[src/hdl/hsr_pkg.sv]
package hsr_pkg;
    localparam int WORD_W = 32;
    localparam logic [WORD_W-1:0] WORD_MAX = '1;
endpackage

[src/hdl/hsr_avg_cell.sv]
module hsr_avg_cell (
    input  logic                          clk,
    input  logic                          rst_n,
    input  logic                          en,
    input  logic                          in_vld,
    input  logic [hsr_pkg::WORD_W-1:0]    in_rad,
    input  logic [hsr_pkg::WORD_W-1:0]    in_div,
    input  logic [hsr_pkg::WORD_W-1:0]    in_quo,
    input  logic                          in_ovf,
    output logic                          out_vld,
    output logic [hsr_pkg::WORD_W-1:0]    out_rad,
    output logic [hsr_pkg::WORD_W-1:0]    out_est
);
    localparam int W = hsr_pkg::WORD_W;

    logic          vld_reg;
    logic [W-1:0]  rad_reg, est_reg;
    logic [W-1:0]  quo_sat;
    logic [W:0]    sum;

    assign quo_sat = in_ovf ? hsr_pkg::WORD_MAX : in_quo;
    assign sum     = {1'b0, in_div} + {1'b0, quo_sat};

    always_ff @(posedge clk or negedge rst_n)
    begin
        if (!rst_n)
        begin
            vld_reg <= 1'b0;
        end
        else if (en)
        begin
            vld_reg <= in_vld;
        end
    end

    always_ff @(posedge clk)
    begin
        if (en)
        begin
            rad_reg <= in_rad;
            est_reg <= sum[W:1];
        end
    end

    assign out_vld = vld_reg;
    assign out_rad = rad_reg;
    assign out_est = est_reg;
endmodule
[config.mk]
export PLATFORM = sky130hd
export DESIGN_NAME = hsr_avg_cell
export DESIGN_NICKNAME = d
export VERILOG_FILES = /design/src/hdl/hsr_pkg.sv /design/src/hdl/hsr_avg_cell.sv
export SDC_FILE = /design/constraint.sdc
export NUM_CORES = 1
export LEC_CHECK = 0
export BUFFER_PORTS_ARGS = -buffer_cell sky130_fd_sc_hd__buf_2
export CAP_MARGIN = 5
export CELL_PAD_IN_SITES_DETAIL_PLACEMENT = 1
export CELL_PAD_IN_SITES_GLOBAL_PLACEMENT = 1
export CORE_ASPECT_RATIO = 1.5
export CORE_UTILIZATION = 33
export CTS_CLUSTER_DIAMETER = 40
export DETAILED_ROUTE_END_ITERATION = 10
export GPL_ROUTABILITY_DRIVEN = 0
export PLACE_DENSITY_LB_ADDON = 0.12
export SYNTH_ARGS = -nofsm -noshare
export SYNTH_HDL_FRONTEND = slang
export SYNTH_SLANG_ARGS = --single-unit
[constraint.sdc]
create_clock -name clk -period 0.8 [get_ports clk]
set_input_delay 0.08 -clock clk [delete_from_list [all_inputs] [get_ports clk]]
set_output_delay 0.08 -clock clk [all_outputs]
set_load 0.05 [all_outputs]
* Word level (Yosys, flattened, before mapping)
Index checks and enable logic that the tools add are counted.
** Storage, ports and cells
- Word-level logic and storage cells :: 5
- Register bits after elaboration :: 65
- Input port bits :: 101
- Output and inout bits :: 65
** Operators by class
- Mux-type cells :: 1
- $add $sub $neg :: 1
** Operator list (count)
- 32-bit by 32-bit adder with 33-bit output :: 1
- 32-bit 2-to-1 mux :: 1

* Depth between registers and ports, before layout
Gate-level depths: netlist of run 1.
- Depth in word-level cells :: 2
- Mapped depth :: 11

* Least setup slack after synthesis of run 1
Ideal clock, no wire load.
- Path kind :: input port to flip-flop
- Start point :: in in_ovf
- End point :: reg est_reg[28], in the netlist out_est[28] (data pin)
- Buffers on the path :: 1
- Arrival time :: 2.498 ns
- Data required time :: 0.665 ns
- Stages on the path :: 10
- Path slack :: -1.832 ns
- Cells stage by stage :: clkbuf_1 or2_2 ha_1 and3_4 and3_4 a311oi_4 o31ai_2 o31a_1 or4b_1 nand3_1
** Between the ends
- Longest elaborated chain between the ends :: 2
** RTL lines
- from (decl) :: line hsr_avg_cell.sv:9 : input logic in_ovf,
- 32-bit 2-to-1 mux :: line hsr_avg_cell.sv:21 : assign quo_sat = in_ovf ? hsr_pkg::WORD_MAX : in_quo;
- 32-bit by 32-bit adder with 33-bit output :: line hsr_avg_cell.sv:22 : assign sum = {1'b0, in_div} + {1'b0, quo_sat};
- named net sum[29] :: line hsr_avg_cell.sv:19 : logic [W:0] sum;
- to (signal assigned) :: line hsr_avg_cell.sv:41 : est_reg <= sum[W:1];
- to (decl) :: line hsr_avg_cell.sv:17 : logic [W-1:0] rad_reg, est_reg;
The timed path passes the listed nets, and every way through them passes these cells.
A chain may end at the register's enable or synchronous reset.

* Final worst setup path of run 1
Ends and elaborated chain as after synthesis.

==> impl_metrics.tcl, run 1 <==
set metrics [dict create \
    arrival_ns 2.37 \
    fin_nets 817 \
    synth-async-reset-ratio_pct 1.54 \
    antenna_left 0 \
    synth_edf_count 64 \
    htreeDepth 3 \
    tightest_slew_ns 0.543 \
    drc 0 \
    grt_pass1_wl_mm 23.7 \
    area_growth_pct 96.8 \
    worstSkewPairLatency_ns 0.34 \
    power.internal_mw 9.63 \
    cp-end-kind "flip-flop" \
    p_sw_share_pct 35.7 \
    ys_seq_area_share_pct 49.3 \
    syn_area_mm2 0.00395 \
    violations "setup timing" \
    syn_area_per_cell_um2 11.2 \
    power_frac_comb_pct 42.9 \
    tritoncts "built" \
    numCtsBuffers 9 \
    drive_gt1_share_pct 64.0 \
    setup_viol 97 \
    numPlacedInstances 765 \
    diodes 0 \
    p_leak_nw 3.28 \
    clk_pin_slew_ns 0.06 \
    cts-root-buf "clkbuf_16" \
    skew_ns 0 \
    drt_iter0_drc 109 \
    die_w_um 91.4 \
    dp_hpwl_mm 10.3 \
    portBuffers 165 \
    ys.flop_type "edfxtp_1" \
    die_h_um 136 \
    antenna_found_initial 0 \
    post_dp_cell_area_mm2 0.00610 \
    reg2reg_slack_ns 0.02 \
    track_usage_pct 25.4 \
    final_cell_area_mm2 0.00778 \
    crit_fanout 7 \
    ys_types 48 \
    hold_violations 0 \
    synth_warnings 0 \
    max_freq_mhz 461 \
    overflow 0 \
    fin_setup_tns_ns -43.74 \
    fin_crit_sh_pct 271 \
    p_clk_share_pct 27.0 \
    wl_per_cell_um 19.5 \
    critical_path_class "in -> reg" \
    dieArea_mm2 0.0124 \
    status "finished with violations" \
    core_mm2 0.0116 \
    switchingPower_mw 5.36 \
    vias 4246 \
    powerDensity_mw_per_mm2 1930 \
    finalPower_mw 15.0 \
    timing.max_cap.violations 0 \
    post-place-ws_ns -1.91 \
    crit_required_ns 1.00 \
    period_needed_ns 2.17 \
    drtPass1Iterations 4 \
    synth_nets 490 \
    synth_seq_cells 65 \
    grt_max_degree 32 \
    worst_slack_ns -1.37 \
    power_frac_seq_pct 30.1 \
    cp-start-kind "primary input" \
    worstHoldPathType "in -> async" \
    grt_pass1_vias 4713 \
    start_util_pct 34.1 \
    drv_slew 0 \
    clk_path_buf_depth 2 \
    rsz0062_at_grt "yes" \
    peakVddDrop_uv 1190 \
    cts.sinks 65 \
    num_rows 48 \
    wl_mm 16.3 \
    max-slew-margin-rel_pct 63.6 \
    pin_count 166 \
    layout.cells.non_filler 836 \
    vias_per_cell 5.08 \
    syn_inst 354 \
]
final timing paths:
check / start / endpoint / cells past startpoint
setup reg to reg: out_vld / out_vld / 1
hold / removal: rst_n / out_vld / 2
min in group clk: in_div[31] / out_est[31] / 3
hold reg to reg: out_vld / out_vld / 1
max in group asynchronous: rst_n / out_vld / 2
setup / recovery: in_ovf / out_est[28] / 10
layout by cell type (no fill, tap or decap), drive strengths merged, types with 5 or more instances in the layout:
cell and count:
buf 287, edfxtp 64, a21oi 40, dlygate4sd3 34, ha 34, or2 33, o21ai 27, nand2 21
nor2 20, xnor2 19, xor2 10, inv 10, clkbuf 9, a21o 8, nand2b 5, nor3 5
through the flow:
stage	utilization [%]	hold WS, ns
6_report	67.1	0.0614
5_1_grt	67.1	0.0672
4_1_cts	65.1	0.0522
3_5_place_dp	52.6	-0.143
3_3_place_gp	52.6	-0.145
2_1_floorplan	-	-0.216
synthesized netlist by cell type (7+ instances only):
cell type / instances / area share [%]
nor2_1: 20 / 1.9
inv_1: 8 / 0.76
edfxtp_1: 64 / 49
a21oi_1: 39 / 4.9
nand2_1: 21 / 2.0
ha_1: 34 / 11
a21o_1: 7 / 1.3
o21ai_0: 27 / 3.4
xnor2_1: 19 / 4.2
or2_2: 32 / 5.1
xor2_1: 10 / 2.2
layout make-up:
| cell class | instances | area [um2] |
|---|---|---|
| Clock buffer | 9 | 225 |
| Clock inverter | 7 | 77.6 |
| Fill cell | 1194 | 3810 |
| Inverter | 8 | 32.5 |
| Multi-Input combinational cell | 276 | 2690 |
| Sequential cell | 65 | 1950 |
| Tap cell | 150 | 188 |
| Timing Repair Buffer | 321 | 2620 |
critical path, cell delays in order:
cell and delay, ns:
buf_12 0.11, or2_2 0.32, ha_4 0.17, a21o_1 0.22
and3_4 0.17, a311oi_4 0.26, o31ai_2 0.14, o31a_1 0.27
or4b_1 0.52, nand3_1 0.09
metal layers:
| metal | vias up | global-route usage [%] | wire length [um] |
|---|---|---|---|
| li1 | 1975 | - | - |
| met1 | 2081 | 23.9 | 5500 |
| met2 | 151 | 52.8 | 9650 |
| met3 | 39 | 3.86 | 531 |
| met4 | 0 | 10.8 | 619 |
| met5 | - | 0 | 0 |
sequential cells by signal, indices dropped and copies added, names as in the netlist:
register / flops
out_rad: 32
out_est: 32
out_vld: 1
cells by family after synthesis:
| family | after synthesis | share of synthesized area (%) |
|---|---|---|
| AOI/OAI and AO/OA | 107 | 17.3 |
| xor gates and xnor gates | 29 | 6.43 |
| adders and majority gates | 35 | 11.3 |
| buffers and inverters | 13 | 1.23 |
| DFF | 65 | 49.3 |
| muxes | 1 | 0.285 |
| and+or+nand+nor | 104 | 14.2 |
power by group through the flow:
stage	Sequential [mW]	Clock, mW	Combinational (mW)
after floorplan	5.96	0	1.70
after global placement	4.45	0	4.92
after detailed placement	4.46	0	5.02
after CTS	4.51	4.08	6.04
after global routing	4.55	4.23	6.73
final	4.52	4.05	6.42
timing repair:
item,in CTS,in global routing
hold buffers,34,0
hold endpoints to repair,34,0
gates cloned,1,0
setup buffers,15,9
endpoints found under the setup margin,97,97
pin swaps,49,22
resized for setup,195,38
Note: power is estimated with default switching activity, not from simulation.
==> inputs of run 2 (changes only) <==
==> constraint.sdc (replaced) <==
create_clock -name clk -period 0.8 [get_ports clk]
set_input_delay 0.08 -clock clk [delete_from_list [all_inputs] [get_ports clk]]
set_output_delay 0.08 -clock clk [all_outputs]
set_load 0.005 [all_outputs]
==> run 2 against run 1 <==
Compared with the run above: the flow still finishes with violations (setup timing); register-to-register slack gained 0.04 ns; clock-buffer cell count is the same; non-clock buffer count grew 8; largest cell class unchanged; largest power group unchanged; highest routed layer unchanged.
==> impl_metrics.tcl, run 2 (same netlist as run 1, synthesis figures left out) <==
set metrics [dict create \
    timing.max_cap.violations 0 \
    antenna_found_initial 0 \
    crit_required_ns 1.01 \
    fin_nets 825 \
    wl_per_cell_um 18.4 \
    cts.sinks 65 \
    start_util_pct 34.1 \
    grt_max_degree 49 \
    antenna_left 0 \
    diodes 0 \
    drive_gt1_share_pct 65.6 \
    cp-end-kind "flip-flop" \
    wl_mm 15.5 \
    track_usage_pct 24.3 \
    die_h_um 136 \
    violations "setup timing" \
    cts-root-buf "clkbuf_16" \
    powerDensity_mw_per_mm2 1750 \
    layout_common_cells "buf_2 (164), buf_4 (100), edfxtp_1 (64), dlygate4sd3_1 (34), buf_6 (25)" \
    dieArea_mm2 0.0124 \
    overflow 0 \
    vias 4200 \
    status "finished with violations" \
    area_growth_pct 91.7 \
    p_leak_nw 3.23 \
    final_common_cell "buf_2" \
    final_cell_area_mm2 0.00758 \
    htreeDepth 3 \
    max-slew-margin-rel_pct 67.6 \
    cpPeakStageDelay_ns 0.47 \
    portBuffers 165 \
    max_freq_mhz 448 \
    drtPass1Iterations 4 \
    crit_family "simple AND/OR/NAND/NOR gates" \
    skew_ns 0 \
    numCtsBuffers 9 \
    peakVddDrop_uv 1130 \
    slowest_stage "or4b_1" \
    p_clk_share_pct 31.3 \
    cp-start-kind "primary input" \
    power.internal_mw 9.30 \
    critical_path_class "in -> reg" \
    worstHoldPathType "in -> async" \
    post_dp_cell_area_mm2 0.00606 \
    finalPower_mw 13.2 \
    die_w_um 91.4 \
    fin_crit_sh_pct 279 \
    clk_path_buf_depth 2 \
    hold_violations 0 \
    power_frac_seq_pct 33.3 \
    num_rows 48 \
    drt_iter0_drc 95 \
    drc 0 \
    clk_pin_slew_ns 0.06 \
    post-place-ws_ns -1.98 \
    grt_pass1_wl_mm 22.9 \
    tightest_slew_ns 0.483 \
    cp_num_buf_inv 2 \
    p_sw_share_pct 29.7 \
    period_needed_ns 2.23 \
    hold_ws_ns 0.0319 \
    pin_count 166 \
    arrival_ns 2.44 \
    switchingPower_mw 3.93 \
    core_mm2 0.0116 \
    setup_viol 97 \
    crit_fanout 8 \
    worst_slack_ns -1.43 \
    tritoncts "built" \
    power_frac_comb_pct 35.4 \
    grt_pass1_vias 4665 \
    fin_setup_tns_ns -40.71 \
    worstSkewPairLatency_ns 0.34 \
    vias_per_cell 4.98 \
    dp_hpwl_mm 10.4 \
    drv_slew 0 \
    path_cells "buf_12 > or2_4 > ha_4 > a21o_1 > buf_6 > and3_4 > a311oi_4 > o31ai_2 > o31a_1 > or4b_1 > nand3_1" \
    rsz0062_at_grt "yes" \
]
==> run 2: cell types whose count changed in the layout (fill, tap and decap cells not counted), sizes merged <==
cell	previous run	this run
inv	10	12
clkinvlp	1	2
clkinv	3	0
buf	287	295
==> run 2: repair_timing <==
| action | CTS | global route |
|---|---|---|
| setup buffers | 19 | 18 |
| cloned | 1 | 0 |
| hold buffers | 34 | 0 |
| endpoints found under the hold margin | 34 | 0 |
| pin swaps | 53 | 51 |
| setup endpoints to repair | 97 | 97 |
| gates resized for setup | 86 | 45 |
==> run 2: final cells by class <==
type	instances	area (um2)
well taps	150	188
flip-flops and latches	65	1950
multi-input cells	276	2780
clock buffers	9	225
fillers	1246	4020
inverters	8	30.0
clock inverters	7	82.6
repair buffers	329	2320
==> run 2: power by group through the flow <==
| stage | Combinational [mW] | Sequential [mW] | Clock (mW) |
|---|---|---|---|
| 6_report | 4.68 | 4.41 | 4.14 |
| 2_1_floorplan | 1.70 | 4.53 | 0 |
| 3_5_place_dp | 3.61 | 4.46 | 0 |
| 5_1_grt | 5.01 | 4.45 | 4.30 |
| 3_3_place_gp | 3.50 | 4.44 | 0 |
| 4_1_cts | 4.30 | 4.39 | 4.19 |
==> run 2: metrics by stage <==
stage                     instances  util [%]
after floorplan                 354         -
after global placement          762      52.3
after detailed placement        762      52.3
after CTS                       831      62.7
after global routing            844      65.4
final                           844      65.4
==> run 2: worst paths after layout <==
path | to | slack, ns | cells past startpoint | start
worst max-delay path | out_est[28] | -1.43 | 11 | in_ovf
worst min-delay path | out_vld | 0.03 | 2 | rst_n
worst max register to register | out_vld | 0.06 | 1 | out_vld
worst min register to register | out_vld | 0.51 | 1 | out_vld
max in group asynchronous | out_vld | 0.68 | 2 | rst_n
min in group clk | out_vld | 0.05 | 2 | en
==> run 2: layer usage <==
metal / vias up / GRT usage [%] / part of all wire [%]
li1: 1993 / - / -
met1: 2041 / 22.1 / 34
met2: 133 / 51.5 / 60
met3: 33 / 3.80 / 3.7
met4: 0 / 9.88 / 3.1
met5: - / 0 / 0
==> inputs of run 3 (changes only) <==
==> constraint.sdc (replaced) <==
create_clock -name clk -period 0.8 [get_ports clk]
set_input_delay 0.12 -clock clk [delete_from_list [all_inputs] [get_ports clk]]
set_output_delay 0.12 -clock clk [all_outputs]
set_load 0.005 [all_outputs]
==> run 3 against run 2 <==
Compared with the run above: setup slack better by 0.0094 ns; non-clock buffer count is 1 higher; sequential cell count stayed put; largest power group unchanged; combinational power is 0.9% higher; worst hold slack worse by 0.034 ns; the flow finishes with violations (hold timing, setup timing).
==> impl_metrics.tcl, run 3 (same netlist as run 1, synthesis figures left out) <==
set metrics [dict create \
    grt_max_degree 49 \
    p_sw_share_pct 30.0 \
    numCtsBuffers 9 \
    power_frac_seq_pct 33.1 \
    tritoncts "built" \
    hold_violations 1 \
    power_frac_comb_pct 35.5 \
    crit_required_ns 0.90 \
    path_cells "buf_16 > or2_2 > ha_2 > o21ai_0 > a21oi_2 > or4b_4 > buf_6 > a31oi_4 > o31ai_2 > a21o_1" \
    area_growth_pct 91.9 \
    worstHoldPathType "in -> reg" \
    tightest_slew_ns 0.419 \
    fin_setup_tns_ns -44.58 \
    die_w_um 91.4 \
    worstSkewPairLatency_ns 0.35 \
    wl_per_cell_um 18.9 \
    crit_family "simple AND/OR/NAND/NOR gates" \
    grt_pass1_vias 4765 \
    track_usage_pct 25.7 \
    rsz0062_at_grt "yes" \
    p_leak_nw 3.23 \
    multi_input_area_mm2 0.00281 \
    drt_iter0_drc 103 \
    start_util_pct 34.1 \
    drv_slew 0 \
    skew_ns 0 \
    clk_pin_slew_ns 0.06 \
    die_h_um 136 \
    ff2ff_path_depth 1 \
    core_mm2 0.0116 \
    fin_util_pct 65.4 \
    numPlacedInstances 762 \
    min_path_cells 2 \
    htreeDepth 3 \
    fin_nets 826 \
    peakVddDrop_uv 1260 \
    powerDensity_mw_per_mm2 1750 \
    layout_common_cells "buf_2 (164), buf_4 (107), edfxtp_1 (64), dlygate4sd3_1 (33), ha_4 (24)" \
    layout.cells.non_filler 845 \
    dieArea_mm2 0.0124 \
    fin_crit_sh_pct 278 \
    vias_per_cell 4.99 \
    drtPass1Iterations 4 \
    status "finished with violations" \
    switchingPower_mw 3.99 \
    power.internal_mw 9.30 \
    critical_path_class "in -> reg" \
    seqCellArea_mm2 0.00195 \
    period_needed_ns 2.22 \
    overflow 0 \
    clk_path_buf_depth 2 \
    pin_count 166 \
    cts.sinks 65 \
    final_common_cell "buf_2" \
    violations "hold timing, setup timing" \
    wl_mm 16.0 \
    antenna_found_initial 0 \
    drc 0 \
    cp-start-kind "primary input" \
    cpPeakStageDelay_ns 0.53 \
    drive_gt1_share_pct 66.0 \
    max-slew-margin-rel_pct 71.9 \
    vias 4220 \
    cts-root-buf "clkbuf_16" \
    setup_viol 97 \
    hold_ws_ns -0.00177 \
    portBuffers 165 \
    slowest_stage "or4b_4" \
    diodes 0 \
    num_rows 48 \
    cp-end-kind "flip-flop" \
    grt_pass1_wl_mm 24.0 \
    max_freq_mhz 449 \
    cp.depth 10 \
    fillCellCount 1230 \
    timing.max_cap.violations 0 \
    arrival_ns 2.33 \
    p_clk_share_pct 31.4 \
    crit_fanout 8 \
    dp_hpwl_mm 10.3 \
    antenna_left 0 \
    finalPower_mw 13.3 \
    cp_num_buf_inv 2 \
    worst_slack_ns -1.42 \
]
## run 3: cell count changes in the layout (fill, tap and decap cells not counted), moves of 2 or more
cell	previous run	this run
buf_12	5	3
buf_4	100	107
buf_6	25	21
nor2_1	19	14
nor2_2	1	5
o21ai_0	8	10
o21ai_2	8	5
or2_4	17	19
## run 3: routing by layer
metal	track usage [%]	part of all wire, %
met5	0	0
met2	53.6	60
met3	4.36	3.3
met1	22.2	33
met4	14.6	3.4
## run 3: repair_timing
action                                  CTS  global route
endpoints found under the setup margin   97            97
gates cloned                              1             0
pin swaps                                67            40
resized for setup                        96            35
hold buffers                             33             0
hold endpoints to repair                 33             0
buffers inserted                         26            12
## run 3: per-stage QoR
step,hold WS [ns],setup slack (ns),cell area (um2)
floorplan,-0.176,-1.68,4340
global placement,-0.105,-1.98,6060
global route,0.0164,-1.50,7580
finish,-0.00177,-1.42,7580
CTS,0.00721,-1.45,7350
detailed placement,-0.104,-2.04,6060
## run 3: power groups by stage
stage	sequential [mW]	clock, mW	combinational [mW]
5_1_grt	4.43	4.31	5.06
3_3_place_gp	4.44	0	3.50
3_5_place_dp	4.46	0	3.61
4_1_cts	4.40	4.18	4.36
6_report	4.40	4.17	4.72
2_1_floorplan	4.53	0	1.70
## run 3: final timing paths
path	slack [ns]	endpoint	start
max	-1.42	out_est[31]	in_ovf
min	-0.002	out_vld	in_vld
max reg2reg	0.06	out_vld	out_vld
min reg2reg	0.51	out_vld	out_vld
max in group asynchronous	0.65	out_vld	rst_n
min in group asynchronous	0.07	out_vld	rst_n
## run 3: area by class of cell
| class | instances | area share [%] |
|---|---|---|
| Clock buffer | 9 | 2.97 |
| Inverter | 8 | 0.396 |
| Tap cell | 150 | 2.47 |
| Multi-Input combinational cell | 276 | 37.0 |
| Sequential cell | 65 | 25.7 |
| Timing Repair Buffer | 330 | 30.4 |
| Clock inverter | 7 | 1.09 |
