==> config.mk <==
export PLATFORM = sky130hd
export DESIGN_NAME = hsr_div_cell
export DESIGN_NICKNAME = d
export VERILOG_FILES = /design/src/hdl/hsr_pkg.sv /design/src/hdl/hsr_div_cell.sv
export SDC_FILE = /design/constraint.sdc
export NUM_CORES = 1
export LEC_CHECK = 0
export BUFFER_PORTS_ARGS = -buffer_cell sky130_fd_sc_hd__buf_2
export CORE_UTILIZATION = 45
export DETAILED_ROUTE_END_ITERATION = 16
export PLACE_DENSITY = 0.75
export SKIP_LAST_GASP = 1
export SYNTH_ARGS = -nofsm -noshare
export SYNTH_HDL_FRONTEND = slang
export SYNTH_SLANG_ARGS = --single-unit
==> constraint.sdc <==
create_clock -name clk -period 1.5 [get_ports clk]
set_input_delay 0.3 -clock clk [delete_from_list [all_inputs] [get_ports clk]]
set_output_delay 0.3 -clock clk [all_outputs]
set_load 0.01 [all_outputs]
==> src/hdl/hsr_pkg.sv <==
package hsr_pkg;
    localparam int WORD_W = 32;
    localparam logic [WORD_W-1:0] WORD_MAX = '1;
endpackage

==> src/hdl/hsr_div_cell.sv <==
module hsr_div_cell #(
    parameter int BIT_IDX   = 0,
    parameter int FRAC_BITS = 16
) (
    input  logic                          clk,
    input  logic                          rst_n,
    input  logic                          en,
    input  logic                          in_vld,
    input  logic [hsr_pkg::WORD_W-1:0]    in_rad,
    input  logic [hsr_pkg::WORD_W-1:0]    in_div,
    input  logic [hsr_pkg::WORD_W-1:0]    in_rem,
    input  logic [hsr_pkg::WORD_W-1:0]    in_quo,
    input  logic                          in_ovf,
    output logic                          out_vld,
    output logic [hsr_pkg::WORD_W-1:0]    out_rad,
    output logic [hsr_pkg::WORD_W-1:0]    out_div,
    output logic [hsr_pkg::WORD_W-1:0]    out_rem,
    output logic [hsr_pkg::WORD_W-1:0]    out_quo,
    output logic                          out_ovf
);
    localparam int W = hsr_pkg::WORD_W;

    logic          vld_reg;
    logic [W-1:0]  rad_reg, div_reg, rem_reg, quo_reg;
    logic          ovf_reg;
    logic [W-1:0]  dvs;
    logic          dbit;
    logic [W:0]    trial;
    logic [W:0]    diff;
    logic          ge;
    logic [W-1:0]  rem_next, quo_next;
    logic          ovf_next;

    // divisor never below one raw unit
    assign dvs = (in_div == '0) ? W'(1) : in_div;

    generate
        if (BIT_IDX >= FRAC_BITS) begin : g_dbit
            assign dbit = in_rad[BIT_IDX-FRAC_BITS];
        end else begin : g_dzero
            assign dbit = 1'b0;
        end
    endgenerate

    assign trial    = {in_rem, dbit};
    assign ge       = (trial >= {1'b0, dvs});
    assign diff     = trial - {1'b0, dvs};
    assign rem_next = ge ? diff[W-1:0] : trial[W-1:0];

    // quotient bits above the word only mark saturation
    generate
        if (BIT_IDX >= W) begin : g_hi
            assign quo_next = in_quo;
            assign ovf_next = in_ovf | ge;
        end else begin : g_lo
            assign quo_next = {in_quo[W-2:0], ge};
            assign ovf_next = in_ovf;
        end
    endgenerate

    always_ff @(posedge clk or negedge rst_n)
    begin
        if (!rst_n)
        begin
            vld_reg <= 1'b0;
        end
        else if (en)
        begin
            vld_reg <= in_vld;
        end
    end

    always_ff @(posedge clk)
    begin
        if (en)
        begin
            rad_reg <= in_rad;
            div_reg <= dvs;
            rem_reg <= rem_next;
            quo_reg <= quo_next;
            ovf_reg <= ovf_next;
        end
    end

    assign out_vld = vld_reg;
    assign out_rad = rad_reg;
    assign out_div = div_reg;
    assign out_rem = rem_reg;
    assign out_quo = quo_reg;
    assign out_ovf = ovf_reg;
endmodule

======== Word-level counts from Yosys, hierarchy flattened ========
Index checks and enable logic that the tools add are counted.
word-level totals
  register bits after elaboration ......... 130
  input port bits ......................... 133
  word-level logic and storage cells ...... 12
operators by class
  add/subtract/negate cells ............... 1
  magnitude comparators ................... 1
  multiplexer cells ....................... 2
  reduce and logical (&&, ||, !) cells .... 1
operators with widths
  cell               count
  $mux W32           2
  $ge A33 B32 Y1     1
  $logic_not A32 Y1  1
  $sub A32 B32 Y32   1

======== Logic depth before layout (Yosys ltp) ========
Gate-level depths: netlist of the first run.
  depth in word-level cells ............... 4
  depth in mapped cells ................... 14

======== Worst setup path after synthesis of the first run ========
No wires, ideal clock.
  kind .................................... input -> register
  start ................................... in in_div[19] (netlist name)
  end ..................................... reg rem_reg[26], in the netlist out_rem[26] (data pin)
  setup time .............................. 0.152 ns
  data arrival time ....................... 2.839 ns
  slack ................................... -1.490 ns
  stages on the path ...................... 13
  cell sequence ........................... nor4_1 -> nand4_1 -> o21bai_4 -> fa_1 -> nor2b_1 -> o31ai_4 -> a31oi_2 -> a2111oi_2 -> nor3_2 -> nand2_2 -> a21oi_2 -> or4_1 -> a31oi_1
on the way
  cells in the longest elaborated chain, start to end .. 4
  elaborated cells between the ends (all ways) .. 5
RTL lines
  item                                                       RTL line                                RTL
  start: declaration                                         hsr_div_cell.sv:10                      input logic [hsr_pkg::WORD_W-1:0] in_div,
  $logic_not A32 Y1                                          hsr_div_cell.sv:35                      assign dvs = (in_div == '0) ? W'(1) : in_div;
  $mux W32 (*)                                               hsr_div_cell.sv:35
  $sub A32 B32 Y32 / $ge A33 B32 Y1 (equally long branches)  hsr_div_cell.sv:47, hsr_div_cell.sv:46
  $mux W32 (*)                                               hsr_div_cell.sv:48                      assign rem_next = ge ? diff[W-1:0] : trial[W-1:0];
  named net rem_next[26]                                     hsr_div_cell.sv:31                      logic [W-1:0] rem_next, quo_next;
  end signal: assignment                                     hsr_div_cell.sv:79                      rem_reg <= rem_next;
  end: declaration                                           hsr_div_cell.sv:24                      logic [W-1:0] rad_reg, div_reg, rem_reg, quo_reg;
Mark *: on every way through the listed nets, which the timed path passes. The rest lies on a longest branch.
A chain may end at the register's enable or synchronous reset.

======== Worst setup path in the final report of the first run ========
  start ................................... in in_div[14] (netlist name)
  end ..................................... reg rem_reg[24], in the netlist out_rem[24] (data pin)
Same word-level chain as after synthesis.

==> results of run 1 <==
[metal layers]
| metal | up-vias | track usage [%] | routed length [um] |
|---|---|---|---|
| met1 | 2678 | 30.42 | 7703 |
| li1 | 2755 | - | - |
| met3 | 32 | 6.579 | 1297 |
| met5 | - | 0 | 0 |
| met2 | 211 | 49.04 | 10650 |
| met4 | 0 | 8.102 | 339 |
[layout by cell type, fill, tap and decap left out, drive strengths merged, types with 7 or more instances in the layout]
| master | instances |
|---|---|
| a21o | 15 |
| o21ai | 48 |
| a31oi | 9 |
| clkbuf | 18 |
| nor2b | 8 |
| nor2 | 23 |
| xor2 | 12 |
| edfxtp | 129 |
| inv | 45 |
| nand2 | 51 |
| nand3 | 7 |
| xnor2 | 15 |
| ha | 32 |
| buf | 429 |
| nor4 | 9 |
| a21oi | 34 |
[worst max-delay path: stages]
cell and delay [ns]:
buf_2 0.12, nor4_4 0.24, buf_4 0.16, nand4_1 0.17, o21bai_4 0.20, fa_2 0.25, nor2b_4 0.05, o31ai_4 0.23
a31oi_4 0.14, a2111oi_4 0.38, nor3_4 0.08, nand2_2 0.11, a21oi_4 0.08, buf_4 0.15, buf_4 0.13, xnor2_2 0.12
o21ai_1 0.08
[registers in the layout, summed over array words and instances (netlist names)]
name,cells
out_div,32
out_ovf,1
out_quo,32
out_rad,32
out_rem,32
out_vld,1
[worst paths after layout]
check | endpoint | slack, ns | cells after the start
worst max-delay path | out_rem[24] | -1.32 | 17
worst min-delay path | out_quo[20] | 0.06 | 1
worst max register to register | out_vld | 0.73 | 1
worst min register to register | out_vld | 0.55 | 1
max in group asynchronous | out_vld | 1.20 | 2
min in group asynchronous | out_vld | 0.22 | 2
[stage by stage]
step	worst slack, ns	hold WS (ns)	instance area [sq um]
floorplan	-1.424	0.004409	6571
global route	-1.446	0.03399	10110
finish	-1.317	0.05563	10110
CTS	-1.357	0.03445	10000
detailed placement	-1.957	0.08136	9044
global placement	-1.816	0.07555	9044
[report_power, final]
part	internal (mW)	switching, mW	leakage [nW]	total (mW)
clock	2.83	1.66	0.312	4.49
sequential	4.44	0.103	1.27	4.55
combinational	1.37	1.41	3.06	2.78
total	8.65	3.17	4.65	11.8
[area by class of cell]
| type | count | area [sq um] |
|---|---|---|
| clock buffers | 17 | 425.4 |
| fillers | 995 | 3774 |
| inverters | 38 | 155.1 |
| multi-input cells | 322 | 2442 |
| flip-flops and latches | 130 | 3899 |
| repair buffers | 431 | 2743 |
| clock inverters | 15 | 217.7 |
| well taps | 180 | 225.2 |
[kinds of logic after synthesis]
kind of cell	count (synthesis)	share of synthesized area [%]
fa+ha+maj	33	6.560
buf+inv	82	5.135
simple gates	124	9.098
mux	3	0.5271
compound gates	135	14.15
xor+xnor	27	3.690
flops	130	60.84
[timing repair]
item / in CTS / in global routing
resized for setup: 36 / 9
setup buffers: 12 / 7
endpoints found under the hold margin: 1 / 0
pin swaps: 16 / 12
gates cloned: 2 / 1
endpoints found under the setup margin: 33 / 33
hold buffers: 1 / 0
==> results.json, run 1 <==
{
  "cts_root_buffer": "clkbuf_16",
  "fin_nets": 1106,
  "clkTransAtPathRegs_ns": 0.06,
  "relSlewSlack_pct": 71.98,
  "utilization_pct": 72.81,
  "cts_buffers": 17,
  "die_w_um": 121.3,
  "fin_cells": 1133,
  "end_kind": "flip-flop",
  "yosys.area.top_type": "edfxtp_1",
  "via_per_inst": 5.010,
  "wl_per_cell_um": 17.65,
  "fin_skew_ns": 0,
  "ys_async_sr_fraction_pct": 0.7692,
  "crit_start": "in_div[14]",
  "setup_ws_ns": -1.317,
  "dp_hpwl_um": 14790,
  "io_buffers": 261,
  "startpoint_type": "input port",
  "violations": "setup timing",
  "syn_inst": 534,
  "synth_cell_types": 55,
  "synth_nets": 700,
  "slew_violations": 0,
  "clk_path_buf_depth": 2,
  "yosysMostFrequentCell": "edfxtp_1",
  "p_total_mw": 11.81,
  "synth_edf_count": 129,
  "path_class": "input port to flip-flop",
  "min_path_type": "input port to flip-flop",
  "n_antenna_cell": 0,
  "synthFlopType": "edfxtp_1",
  "area_growth_pct": 57.71,
  "synth_commonest_cells": "129 x edfxtp_1, 50 x nand2_1, 40 x o21ai_0, 38 x inv_1, 37 x clkbuf_1",
  "synth.avg_cell_area_sq_um": 12.00,
  "path_max_fanout": 4,
  "synthTopCellsByArea": "edfxtp_1 60%, ha_1 6.2%, o21ai_0 3.1%, nand2_1 2.9%, a21oi_1 2.6%",
  "required_ns": 1.67,
  "drive_above_1_share_pct": 53.62,
  "setup_viol": 33,
  "seq_area_frac_synth_pct": 60.84,
  "core_sq_um": 13880,
  "grt_setup_unrepaired": "true",
  "status": "finished with violations",
  "holdCritStartpoint": "in_quo[19]",
  "cts.sinks": 130,
  "firstDrtPassIters": 4,
  "cts_tree": "built",
  "vdd_drop_max_mv": 0.7687,
  "place_inst": 1080,
  "grt_pass1_vias": 5669,
  "yosysWarnings": 0,
  "num_rows": 43,
  "gp_congestion": 0.8553,
  "dieArea_sq_um": 14720,
  "start_util_pct": 46.17,
  "tightest_slew_ns": 0.4202,
  "wirelength_um": 19990,
  "grt_max_degree": 47,
  "grt_use_total_pct": 26.78,
  "antenna_found_initial": 0,
  "period_needed_ns": 2.817,
  "hold_violations": 0,
  "ys_ff_latch": 130,
  "num_vias": 5676,
  "ios": 263,
  "syn_area_sq_um": 6409,
  "finalSetupTns_ns": -35.66,
  "drtIter0Drc": 309,
  "drc": 0,
  "grt_pass1_wl_um": 29180,
  "power.leakage_nw": 4.649,
  "yosysTopAreaCellShare_pct": 60.45,
  "arrival_ns": 2.99,
  "die_h_um": 121.3,
  "p_per_area_nw_per_um2": 1169,
  "period_share_pct": 187.8,
  "reg2reg_from": "out_vld",
  "cap_viol_max_count": 0,
  "route.antenna.remaining_nets": 0,
  "htree_num_levels": 4,
  "grt_overflow": 0,
  "timing.fmax_ghz": 0.3550,
  "clk_latency_ns": 0.42
}
(Power assumes the default switching activity.)
==> inputs of run 2 (changes only) <==
ABC_AREA = 0   (was not set)
RECOVER_POWER = 50   (was not set)
==> run 2 against run 1 <==
Compared with the run above:
- the run still ends with setup timing left
- clock skew unchanged
- global-route usage unchanged
- core utilization decreased by 0.50 points
- sequential share of layout area increased by 0.26 points
- die area unchanged
- total power decreased by 0.17%
- highest routed layer unchanged
==> results.json, run 2 (same netlist as run 1, synthesis figures left out) <==
{
  "status": "finished with violations",
  "violations": "setup timing",
  "clkTransAtPathRegs_ns": 0.06,
  "fin_skew_ns": 0,
  "timing.fmax_ghz": 0.3549,
  "grt_pass1_vias": 5669,
  "grt_overflow": 0,
  "startpoint_type": "input port",
  "cts_buffers": 17,
  "grt_pass1_wl_um": 29180,
  "htree_num_levels": 4,
  "path_class": "input port to flip-flop",
  "crit_end": "out_rem[28]",
  "wl_per_cell_um": 17.63,
  "r2r_slack_ns": 0.73,
  "finalSetupTns_ns": -37.66,
  "vdd_drop_max_mv": 0.7699,
  "grt_use_total_pct": 26.78,
  "holdCritStartpoint": "in_quo[19]",
  "end_kind": "flip-flop",
  "gp_congestion": 0.8553,
  "p_per_area_nw_per_um2": 1175,
  "cts_root_buffer": "clkbuf_16",
  "setup_ws_ns": -1.318,
  "arrival_ns": 3.06,
  "grt_setup_unrepaired": "true",
  "cap_viol_max_count": 0,
  "clk_latency_ns": 0.42,
  "die_h_um": 121.3,
  "route.antenna.remaining_nets": 0,
  "dieArea_sq_um": 14720,
  "mostFrequentLayoutCell": "buf_2",
  "required_ns": 1.74,
  "grt_max_degree": 47,
  "io_buffers": 261,
  "period_share_pct": 187.9,
  "crit_start": "in_div[18]",
  "relSlewSlack_pct": 28.21,
  "p_total_mw": 11.79,
  "n_antenna_cell": 0,
  "fill_cells": 1016,
  "core_sq_um": 13880,
  "reg2reg_depth": 1,
  "antenna_found_initial": 0,
  "drc": 0,
  "firstDrtPassIters": 5,
  "wirelength_um": 19970,
  "reg2reg_from": "out_vld",
  "final_cell_mix": "243 x buf_2, 131 x buf_4, 129 x edfxtp_1",
  "setup_viol": 33,
  "die_w_um": 121.3,
  "start_util_pct": 46.17,
  "dp_hpwl_um": 14790,
  "path_max_fanout": 4,
  "slew_violations": 0,
  "via_per_inst": 5.034,
  "clk_path_buf_depth": 2,
  "num_rows": 43,
  "cts.sinks": 130,
  "power.leakage_nw": 4.565,
  "tightest_slew_ns": 1.077,
  "hold_violations": 0,
  "period_needed_ns": 2.818,
  "rr_endpoint": "out_vld",
  "ios": 263,
  "fin_nets": 1106,
  "area_growth_pct": 56.64,
  "seqCellArea_sq_um": 3899,
  "drive_above_1_share_pct": 51.00,
  "num_vias": 5704,
  "whs_ns": 0.05299,
  "min_path_type": "input port to flip-flop",
  "multi_input_area_sq_um": 2442,
  "cts_tree": "built",
  "drtIter0Drc": 287
}
run 2: cell types whose count changed in the layout (fill, tap and decap cells not counted), sizes merged:
cell    delta
buf       -36
clkbuf    +36
run 2: layout make-up:
class | instances | share of cell area (%)
multi-input combinational | 322 | 24.33
clock inverter | 15 | 2.169
sequential | 130 | 38.84
timing repair buffer | 431 | 26.64
tap | 180 | 2.244
inverter | 38 | 1.546
clock buffer | 17 | 4.238
run 2: power breakdown:
group          switching, mW  internal [mW]  leakage, nW  total (mW)
Sequential             0.103           4.44         1.27        4.54
Combinational           1.41           1.35         2.98        2.76
Clock                   1.66           2.83        0.312        4.49
run 2: worst max-delay path, cell delays in order:
cell	delay, ns
buf_2	0.11
nor4_1	0.35
nand4_1	0.13
buf_4	0.18
o21bai_4	0.12
fa_2	0.25
nor2b_4	0.05
o31ai_4	0.23
a31oi_4	0.14
a2111oi_4	0.38
nor3_4	0.08
nand2_2	0.11
a21oi_4	0.08
buf_4	0.14
a41o_1	0.16
o31ai_1	0.24
run 2: stage by stage:
| stage | utilization [%] | cells | setup WS, ns | area (sq um) |
|---|---|---|---|---|
| floorplan | - | 534 | -1.424 | 6571 |
| global placement | 65.15 | 1080 | -1.816 | 9044 |
| detailed placement | 65.15 | 1080 | -1.957 | 9044 |
| CTS | 72.04 | 1126 | -1.357 | 10000 |
| global route | 72.32 | 1133 | -1.446 | 10040 |
| finish | 72.32 | 1133 | -1.318 | 10040 |
run 2: how the worst min path moves through the flow:
stage	slack [ns]	cells after the start	endpoint
floorplan	0.004	0	out_vld
global placement	0.08	1	out_vld
detailed placement	0.08	1	out_vld
CTS	0.03	1	out_quo[20]
global route	0.03	1	out_rad[17]
finish	0.05	1	out_quo[20]
run 2: timing repair:
item                                    in CTS  in global routing
endpoints found under the setup margin      33                 33
setup buffers                               12                  7
hold buffers                                 1                  0
pin swaps                                   16                 12
gates resized for setup                     36                  9
gates cloned                                 2                  1
endpoints found under the hold margin        1                  0
run 2: routing by layer:
layer / global-route usage, % / wire (um) / up-vias
li1: - / - / 2757
met1: 30.42 / 7634 / 2691
met2: 49.04 / 10690 / 224
met3: 6.579 / 1296 / 32
met4: 8.102 / 349 / 0
met5: 0 / 0 / -
==> inputs of run 3 (changes only) <==
SKIP_LAST_GASP = not set   (was 1)
==> run 3 against run 2 <==
Compared with the run above:
- the run still ends with setup timing left
- critical path depth stayed put
- register-to-register slack hardly changed
- clock power hardly changed
- critical path type unchanged
- sequential share of layout area about the same
- design area barely moved
==> results.json, run 3 (same netlist as run 1, synthesis figures left out) <==
{
  "cp_common_cell": "buf_4",
  "setup_ws_ns": -1.323,
  "startpoint_type": "input port",
  "wl_per_cell_um": 17.63,
  "cts_tree": "built",
  "required_ns": 1.74,
  "path_class": "input port to flip-flop",
  "cts_buffers": 17,
  "arrival_ns": 3.07,
  "die_w_um": 121.3,
  "crit_path_top_delay_cell": "a2111oi_4",
  "end_kind": "flip-flop",
  "fin_cells": 1133,
  "grt_pass1_wl_um": 29180,
  "htree_num_levels": 4,
  "utilization_pct": 72.37,
  "violations": "setup timing",
  "area_growth_pct": 56.76,
  "fin_nets": 1106,
  "num_rows": 43,
  "gp_congestion": 0.8553,
  "grt_setup_unrepaired": "true",
  "min_path_type": "input port to flip-flop",
  "wirelength_um": 19980,
  "critPathTopFamily": "compound AO/OA/AOI/OAI gates",
  "num_vias": 5712,
  "drtIter0Drc": 276,
  "drc": 0,
  "p_per_area_nw_per_um2": 1175,
  "period_share_pct": 188.2,
  "grt_max_degree": 47,
  "antenna_found_initial": 0,
  "clkTransAtPathRegs_ns": 0.06,
  "crit_buf_inv": 3,
  "hold_violations": 0,
  "cts.sinks": 130,
  "cts_root_buffer": "clkbuf_16",
  "setup_viol": 33,
  "cap_viol_max_count": 0,
  "dp_hpwl_um": 14790,
  "via_per_inst": 5.041,
  "n_antenna_cell": 0,
  "die_h_um": 121.3,
  "final_cell_mix": "243 x buf_2, 130 x buf_4, 129 x edfxtp_1",
  "timing.fmax_ghz": 0.3543,
  "status": "finished with violations",
  "path_max_fanout": 4,
  "relSlewSlack_pct": 28.31,
  "route.antenna.remaining_nets": 0,
  "start_util_pct": 46.17,
  "whs_ns": 0.05256,
  "dieArea_sq_um": 14720,
  "power.leakage_nw": 4.567,
  "place_inst": 1080,
  "firstDrtPassIters": 5,
  "clk_path_buf_depth": 2,
  "clk_latency_ns": 0.42,
  "slew_violations": 0,
  "ios": 263,
  "fin_skew_ns": 0,
  "io_buffers": 261,
  "drive_above_1_share_pct": 51.10,
  "grt_overflow": 0,
  "core_sq_um": 13880,
  "period_needed_ns": 2.823,
  "finalSetupTns_ns": -37.61,
  "cp_slowest_stage_delay_ns": 0.38,
  "vdd_drop_max_mv": 0.7702,
  "grt_use_total_pct": 26.78,
  "crit_chain": "buf_2 > nor4_1 > nand4_1 > buf_4 > o21bai_4 > fa_2 > nor2b_4 > o31ai_4 > a31oi_4 > a2111oi_4 > nor3_4 > nand2_2 > a21oi_4 > buf_4 > a41o_1 > o31ai_1",
  "grt_pass1_vias": 5669,
  "p_total_mw": 11.80,
  "tightest_slew_ns": 1.075,
  "mostFrequentLayoutCell": "buf_2"
}
==> run 3: timing repair <==
item,CTS,global route
endpoints found under the setup margin,33,33
hold buffers,1,0
pin swaps,16,12
gates cloned,2,1
resized for setup,37,10
endpoints found under the hold margin,1,0
buffers inserted,12,7
==> run 3: routing by layer <==
metal,up-vias,wire (um),share of wire (%),track usage (%)
met5,-,0,0,0
met4,0,357,1.8,8.102
met3,34,1297,6.5,6.579
met2,223,10710,54,49.04
met1,2702,7611,38,30.42
li1,2753,-,-,-
==> run 3: path summary, 6_finish.rpt <==
| path | start | end | slack [ns] | depth (start not counted) |
|---|---|---|---|---|
| worst max register to register | out_vld | out_vld | 0.73 | 1 |
| worst min register to register | out_vld | out_vld | 0.54 | 1 |
| worst min-delay path | in_quo[19] | out_quo[20] | 0.05 | 1 |
| max in group asynchronous | rst_n | out_vld | 1.20 | 2 |
| min in group asynchronous | rst_n | out_vld | 0.22 | 2 |
| worst max-delay path | in_div[18] | out_rem[28] | -1.32 | 16 |
==> run 3: through the flow <==
step           worst slack (ns)  instance area [sq um]
2_1_floorplan            -1.424                   6571
3_3_place_gp             -1.816                   9044
3_5_place_dp             -1.957                   9044
4_1_cts                  -1.357                  10000
5_1_grt                  -1.445                  10050
6_report                 -1.323                  10050
==> run 3: cell type report <==
type | count | area (sq um)
inverter | 38 | 155.1
multi-input combinational | 322 | 2446
fill | 1012 | 3835
timing repair buffer | 431 | 2678
clock buffer | 17 | 425.4
clock inverter | 15 | 217.7
sequential | 130 | 3899
tap | 180 | 225.2
==> run 3: power by group <==
part | switching, mW | internal [mW] | total [mW]
sequential | 0.103 | 4.44 | 4.54
clock | 1.66 | 2.83 | 4.49
combinational | 1.41 | 1.35 | 2.77
total | 3.17 | 8.63 | 11.8
